--- src/rtl/ims_pkg.sv ---
`timescale 1ns / 1ps
`default_nettype none

package ims_pkg;

	// lattice geometry
	localparam int MAX_SIDE    = 256;
	localparam int SIDE_LEN_W  = 9;
	localparam int SIDE_W      = ($clog2(MAX_SIDE + 1) > SIDE_LEN_W) ?
	                             $clog2(MAX_SIDE + 1) : SIDE_LEN_W;
	localparam int VOL_W       = 2 * SIDE_W;
	localparam int SITE_W      = 16;
	localparam int UNI_W       = 32;

	// spin memory: one bit per site, packed into words
	localparam int STORE_DEPTH = MAX_SIDE * MAX_SIDE;
	localparam int ADDR_W      = $clog2(STORE_DEPTH);
	localparam int WORD_W      = (STORE_DEPTH < 64) ? STORE_DEPTH : 64;
	localparam int BIT_W       = $clog2(WORD_W);
	localparam int MEM_ROWS    = STORE_DEPTH / WORD_W;
	localparam int ROW_W       = (MEM_ROWS > 1) ? $clog2(MEM_ROWS) : 1;

	// column divider: quotient bits retired per cycle
	localparam int DIV_QW      = $clog2(MAX_SIDE);
	localparam int DIV_STEP    = 4;
	localparam int DIV_GROUPS  = (DIV_QW + DIV_STEP - 1) / DIV_STEP;
	localparam int DIV_QP      = DIV_GROUPS * DIV_STEP;
	localparam int DIV_CW      = (SIDE_W + DIV_QP > SITE_W) ? SIDE_W + DIV_QP : SITE_W;
	localparam int DIV_GRP_W   = $clog2(DIV_GROUPS + 1);

	// arithmetic widths
	localparam int J_W         = 16;
	localparam int JS_W        = 19;
	localparam int DE_W        = 20;
	localparam int EACC_W      = 48;
	localparam int MAG_W       = 18;
	localparam int CNT_W       = 3;
	localparam int THR_W       = 64;

	// register bus
	localparam int PADDR_W     = 6;
	localparam int PDATA_W     = 64;

	typedef enum logic [2:0] {
		REG_THR_M4   = 3'd0,
		REG_THR_M2   = 3'd1,
		REG_THR_ZERO = 3'd2,
		REG_THR_P2   = 3'd3,
		REG_THR_P4   = 3'd4,
		REG_COUPLING = 3'd5,
		REG_FIELD    = 3'd6,
		REG_SIDE     = 3'd7
	} cfg_reg_t;

	typedef enum logic [2:0] {
		ST_CLR,
		ST_IDLE,
		ST_DIV,
		ST_RD0,
		ST_RD1,
		ST_RD2,
		ST_EVAL,
		ST_WB
	} ims_state_t;

	typedef struct packed {
		logic              start;
		logic [SITE_W-1:0] dividend;
		logic [SIDE_W-1:0] divisor;
	} colpos_req_t;

	typedef struct packed {
		logic done;
		logic col_first;
		logic col_last;
	} colpos_rsp_t;

endpackage

`default_nettype wire

--- src/rtl/ims_colpos.sv ---
`timescale 1ns / 1ps
`default_nettype none

// Column position of a site: restoring division of the site index by the
// side, DIV_STEP quotient bits a cycle. Only the remainder is kept; the
// caller needs to know whether the site sits in the first or last column.
module ims_colpos (
	input  logic                clk,
	input  logic                arst_n,
	input  ims_pkg::colpos_req_t req,
	output ims_pkg::colpos_rsp_t rsp
);
	import ims_pkg::*;

	logic [DIV_CW-1:0]    rem_q;
	logic [DIV_CW-1:0]    dvs_q;
	logic [DIV_CW-1:0]    rem_next;
	logic [SIDE_W-1:0]    l_q;
	logic [DIV_GRP_W-1:0] grp_q;

	// one group of compare-subtract steps
	always_comb begin
		rem_next = rem_q;
		for (int j = DIV_STEP - 1; j >= 0; j--) begin
			if (rem_next >= (dvs_q << j)) begin
				rem_next = rem_next - (dvs_q << j);
			end
		end
	end

	// group counter
	always_ff @(posedge clk or negedge arst_n) begin
		if (!arst_n) begin
			grp_q <= '0;
		end else if (req.start) begin
			grp_q <= DIV_GRP_W'(DIV_GROUPS);
		end else if (grp_q != '0) begin
			grp_q <= grp_q - DIV_GRP_W'(1);
		end
	end

	// remainder and shifted divisor
	always_ff @(posedge clk) begin
		if (req.start) begin
			rem_q <= DIV_CW'(req.dividend);
			dvs_q <= DIV_CW'(req.divisor) << (DIV_QP - DIV_STEP);
			l_q   <= req.divisor;
		end else if (grp_q != '0) begin
			rem_q <= rem_next;
			dvs_q <= dvs_q >> DIV_STEP;
		end
	end

	assign rsp.done      = (grp_q == '0);
	assign rsp.col_first = (rem_q == '0);
	assign rsp.col_last  = ((rem_q + DIV_CW'(1)) == DIV_CW'(l_q));

endmodule

`default_nettype wire

--- config.mk ---
export PLATFORM = sky130hd
export DESIGN_NAME = ims_colpos
export DESIGN_NICKNAME = d
export VERILOG_FILES = /design/src/rtl/ims_pkg.sv /design/src/rtl/ims_colpos.sv
export SDC_FILE = /design/constraint.sdc
export NUM_CORES = 1
export LEC_CHECK = 0
export BUFFER_PORTS_ARGS = -buffer_cell sky130_fd_sc_hd__buf_2
export CAP_MARGIN = 40
export CORE_ASPECT_RATIO = 0.6
export CORE_MARGIN = 5
export CORE_UTILIZATION = 25
export CTS_CLUSTER_SIZE = 25
export DETAILED_ROUTE_END_ITERATION = 10
export HOLD_SLACK_MARGIN = 0.05
export PLACE_DENSITY = 0.46
export SLEW_MARGIN = 30
export SYNTH_ARGS = -nofsm -noshare
export SYNTH_HDL_FRONTEND = slang
export SYNTH_SLANG_ARGS = --single-unit
--- constraint.sdc ---
create_clock -name clk -period 11.8 [get_ports clk]
set_clock_uncertainty 0.2 [all_clocks]
set_input_delay 2.36 -clock clk [delete_from_list [all_inputs] [get_ports clk]]
set_output_delay 2.36 -clock clk [all_outputs]
set_load 0.02 [all_outputs]
**Yosys cells after proc, flatten, opt, wreduce, memory -nomap -nowiden**

Index checks and enable logic that the tools add are counted.

- Bits in registers: 41
- Bits in latches: 0
- Memory bits (writable): 0
- ROM bits: 0
- Output and inout bits: 3
- Memories kept: 0

- Add/subtract/negate cells: 6
- $mul: 0
- Div/mod/pow operators: 0
- $lt $le $gt $ge: 4
- Equal/unequal tests: 1
- Shift-type cells: 0
- Muxes and demuxes: 10
- Bitwise gates (word level): 0
- Reductions and logical operators: 4

Operators with widths:

| operator | number |
|---|---|
| $mux 17 | 4 |
| $mux 16 | 2 |
| $mux 13 | 2 |
| $add 17x1->17 const B | 1 |
| $eq 17x9->1 | 1 |
| $ge 17x13->1 | 1 |
| $ge 17x14->1 | 1 |
| $ge 17x15->1 | 1 |
| $ge 17x16->1 | 1 |
| $logic_not 17->1 | 1 |
| $sub 17x13->17 | 1 |
| $sub 17x14->17 | 1 |
| $sub 17x15->17 | 1 |
| $sub 17x16->17 | 1 |
| $mux 2 | 2 |
| $reduce_bool 2->1 | 2 |
| $logic_not 2->1 | 1 |
| $sub 2x1->2 const B | 1 |

**Logic depth before layout (Yosys ltp)**

- Word-level depth: 10
- Depth in mapped cells: 44
- Gate-level depth less buffers: 40

**Worst setup path after synthesis**

Ideal clock, no wire load.

- Path type: flip-flop to flip-flop
- From: register rem_q[3]
- To: register rem_q[9] (data pin)
- Data arrival time: 8987 ps
- Data required time: 11442 ps
- Slack: 2455 ps
- Cell stages (with the launch flop): 43
- Path buffers: 5
- Clock period less this slack: 9345 ps
- Cells stage by stage: edfxtp_1 inv_1 ha_1 inv_1 fa_1 a211oi_2 o21a_1 a2bb2oi_1 o21ai_2 clkbuf_1 nor2_1 a21oi_1 ha_1 a211oi_1 nor2_1 o41ai_1 o311a_1 and3_1 (+7 left out) nor2_1 o21ai_0 or3b_1 buf_2 buf_6 mux2i_1 ha_1 a21o_1 a21o_1 a21oi_1 o21bai_1 a31oi_1 o21ai_0 o311a_1 a21oi_1 clkbuf_1 nand3_1 o211ai_1

- Longest elaborated chain between the ends: 10
- Elaborated cells on any way between the ends: 14
- Classes of those cells: 4 x add/sub; 4 x order compare; 6 x mux

Ends and longest elaborated chain:

| what | RTL line | RTL |
|---|---|---|
| start, declared | ims_colpos.sv:15 | `logic [DIV_CW-1:0] rem_q;` |
| start signal, assigned | ims_colpos.sv:45 | `rem_q <= DIV_CW'(req.dividend);` |
| start signal, assigned | ims_colpos.sv:49 | `rem_q <= rem_next;` |
| $sub 17x16->17 or $ge 17x16->1 (tied branches) | ims_colpos.sv:26, ims_colpos.sv:25 |  |
| $mux 17 * | ims_colpos.sv:25 | `if (rem_next >= (dvs_q << j)) begin` |
| $sub 17x15->17 or $ge 17x15->1 (tied branches) | ims_colpos.sv:26, ims_colpos.sv:25 |  |
| $mux 17 * | ims_colpos.sv:25 |  |
| $sub 17x14->17 or $ge 17x14->1 (tied branches) | ims_colpos.sv:26, ims_colpos.sv:25 |  |
| $mux 17 * | ims_colpos.sv:25 |  |
| $sub 17x13->17 or $ge 17x13->1 (tied branches) | ims_colpos.sv:26, ims_colpos.sv:25 |  |
| $mux 17 * | ims_colpos.sv:25 |  |
| $mux 16 * | ims_colpos.sv:48 | `end else if (grp_q != '0) begin` |
| $mux 16 * | ims_colpos.sv:44 | `if (req.start) begin` |

Mark *: on every way between the ends. The rest lies on a longest branch, timed or not. The select of a mux whose other input is x is not followed.
A chain may end at the register's enable or synchronous reset.

**Final worst setup path**

- From: register rem_q[3]
- To: register rem_q[15] (data pin)

The elaborated chain is that of the path after synthesis.

==> impl_metrics.csv <==
group,metric,value,unit
cts,clock-root-buffer,"clkbuf_16",
cts,cts_resized,0,
worst_setup_path,critical_path_class,"flip-flop to flip-flop",
cts,numCtsBuffers,5,
worst_setup_path,worstSetupEndpointType,"flip-flop",
final_layout,layout_common_cells,"a21oi_1, ha_1, nand2_1, o21ai_0, nor2_1",
drt,routedWlPerCell,20.4,µm
drt,drc_errors,0,
cts,cts_tree,"done",
cts,hold_buffers,0,
cts,cts.path.max_buffers,2,
die,dieHeight,124,µm
worst_setup_path,critPathTopFamily,"compound AO/OA/AOI/OAI gates",
final_layout,final_nets,772,
worst_setup_path,critPathArrivalTime,10.63,ns
yosys,synth_area,5440,µm²
drt,vias,5215,
drt,vias_per_cell,5.40,
worst_setup_path,crit_top_cell,"ha_1",
worst_setup_path,critPathBufInv,3,
yosys,postSynthCellCount,658,
die,fp.coreArea,21200,µm²
worst_setup_path,reg2reg_slack,1.03,ns
sta,min_period,10.77,ns
yosys,synth-async-reset-ratio,0.0488,
cts,clk_latency,0.30,ns
place,io_buffers,30,
final_layout,finalNonFillerCells,966,
final_layout,drive_gt1_frac,0.111,
worst_setup_path,start_kind,"flip-flop",
drt,top_layer,"met4",
drt,drt_iter0_drc,478,
sta,holdWs,0.298,ns
sta,rsz0062_at_grt,"false",
worst_setup_path,cpMaxStageDelayCell,"a221oi_1",
final_layout,final_common_cell,"a21oi_1",
yosys,ys_warn_count,0,
hold_path,hp-class,"flip-flop to flip-flop",
yosys,synth_cell_type_count,72,
yosys,synth_top_flop_cell,"edfxtp_1",
drt,drt-total-wl,19700,µm
hold_path,holdPathEnd,"grp_q[1]",
place,dp.cells,956,
worst_setup_path,cp_max_fo,13,
sta,finalSetupTns,0,ns
job,cap_violations,0,
yosys,synth_seq_cells,41,
cts,cts-htree-levels,2,
final_layout,area_growth,12.2,%
die,design.die.area,24900,µm²
yosys,synth_edf_count,34,
place,post-dp-hpwl,15700,µm
die,fp.dieW,200,µm
final_layout,design_area,6100,µm²
place,placed_cell_area,5910,µm²
drt,wl_met2,7060,µm
worst_setup_path,cp_slowest_stage_delay,0.72,ns
global_route,grt_antenna_before_repair,0,
yosys,syn_nets,745,
global_route,grt_pass1_vias,4833,
global_route,grt-ovfl-total,0,
global_route,grt_max_degree,62,
final_layout,regArea,1170,µm²
worst_setup_path,r2r_end,"rem_q[15]",
drt,ant_nets,0,
hold_path,hp-start,"grp_q[1]",
global_route,grt_pass1_wl,30000,µm
sta,max_clock_freq,92.8,MHz
sta,hold_viol_final,0,
worst_setup_path,worstRegToRegCells,38,
final_layout,multi_input_comb_area,4050,µm²
sta,report.final.slew_viol_count,0,
cts,cts.clk_slew.worst_paths,0.07,ns
sta,worst_pin_slew,0.851,ns
worst_setup_path,r2r-start,"rem_q[3]",
cts,clkSinkCount,41,
drt,wl_met1,10400,µm
hold_path,whs_path_depth,1,
drt,drt_pre_antenna_iters,5,
sta,setup_viol,0,
worst_setup_path,required,11.65,ns
global_route,grt_use_total,0.154,
sta,period_share,0.913,
die,initial_core_util,0.257,
yosys,seq_area_frac_synth,0.215,
yosys,syn_area_per_cell,8.26,µm²
place,place_congestion,0.883,
cts,postCtsSetupRepairBufs,0,
die,fp-row-count,41,
drt,route.met3.wl,2060,µm
sta,max_slew_margin,0.433,
die,io-pin-count,31,
outcome,outcome,"finished clean",
final_layout,n_fill_cell,2249,
[flip-flops by register name, summed over array words and instances, names as in the netlist]
register,cells
l_q,9
dvs_q,13
rem_q,17
grp_q,2
[worst max path at each step]
stage,slack [ns],startpoint,endpoint,depth (start not counted)
global placement,1.25,rem_q[12],rem_q[14],33
floorplan,2.45,rem_q[3],rem_q[9],42
finish,1.03,rem_q[3],rem_q[15],38
CTS,1.03,rem_q[3],rem_q[15],38
detailed placement,1.08,rem_q[3],rem_q[15],38
global route,0.23,rem_q[3],rem_q[14],37
[routing by layer]
| metal | GRT usage | vias to the layer above |
|---|---|---|
| met5 | 0 | - |
| met3 | 0.0669 | 14 |
| met4 | 0.0158 | 0 |
| met2 | 0.194 | 197 |
| met1 | 0.243 | 2444 |
| li1 | - | 2560 |
[synth_stat cells, types with 15 or more instances]
| cell | n | area, µm² |
|---|---|---|
| nor2_1 | 40 | 150 |
| nor2b_1 | 17 | 106 |
| a21oi_1 | 64 | 320 |
| clkbuf_1 | 16 | 60.1 |
| nand2_1 | 53 | 199 |
| ha_1 | 55 | 688 |
| edfxtp_1 | 34 | 1020 |
| inv_1 | 33 | 124 |
| xnor2_1 | 28 | 245 |
| o21ai_0 | 42 | 210 |
| a21o_1 | 22 | 165 |
| nand4_1 | 18 | 113 |
| xor2_1 | 22 | 193 |
| a31oi_1 | 15 | 93.8 |
[through the flow]
stage / utilization / worst slack (ns)
2_1_floorplan: - / 2.45
3_3_place_gp: 0.279 / 1.25
3_5_place_dp: 0.279 / 1.08
4_1_cts: 0.287 / 1.03
5_1_grt: 0.288 / 0.233
6_report: 0.288 / 1.03
[logic make-up after synthesis]
| logic type | share of synthesized area |
|---|---|
| compound gates | 0.278 |
| fa+ha+maj | 0.141 |
| mux | 0.0463 |
| flops | 0.215 |
| buf+inv | 0.0403 |
| simple gates | 0.198 |
| xor+xnor | 0.0806 |
[cell type report]
cell class / count / share of cell area
multi-input cells: 564 / 0.664
flip-flops and latches: 41 / 0.192
well taps: 279 / 0.0573
repair buffers: 40 / 0.0376
clock buffers: 5 / 0.0205
inverters: 33 / 0.0203
clock inverters: 3 / 0.00759
diodes: 1 / 0.000411
Power is left out: the tool's default activity adds up to more than one toggle a clock period on the data nets, which glitch-free logic cannot reach.
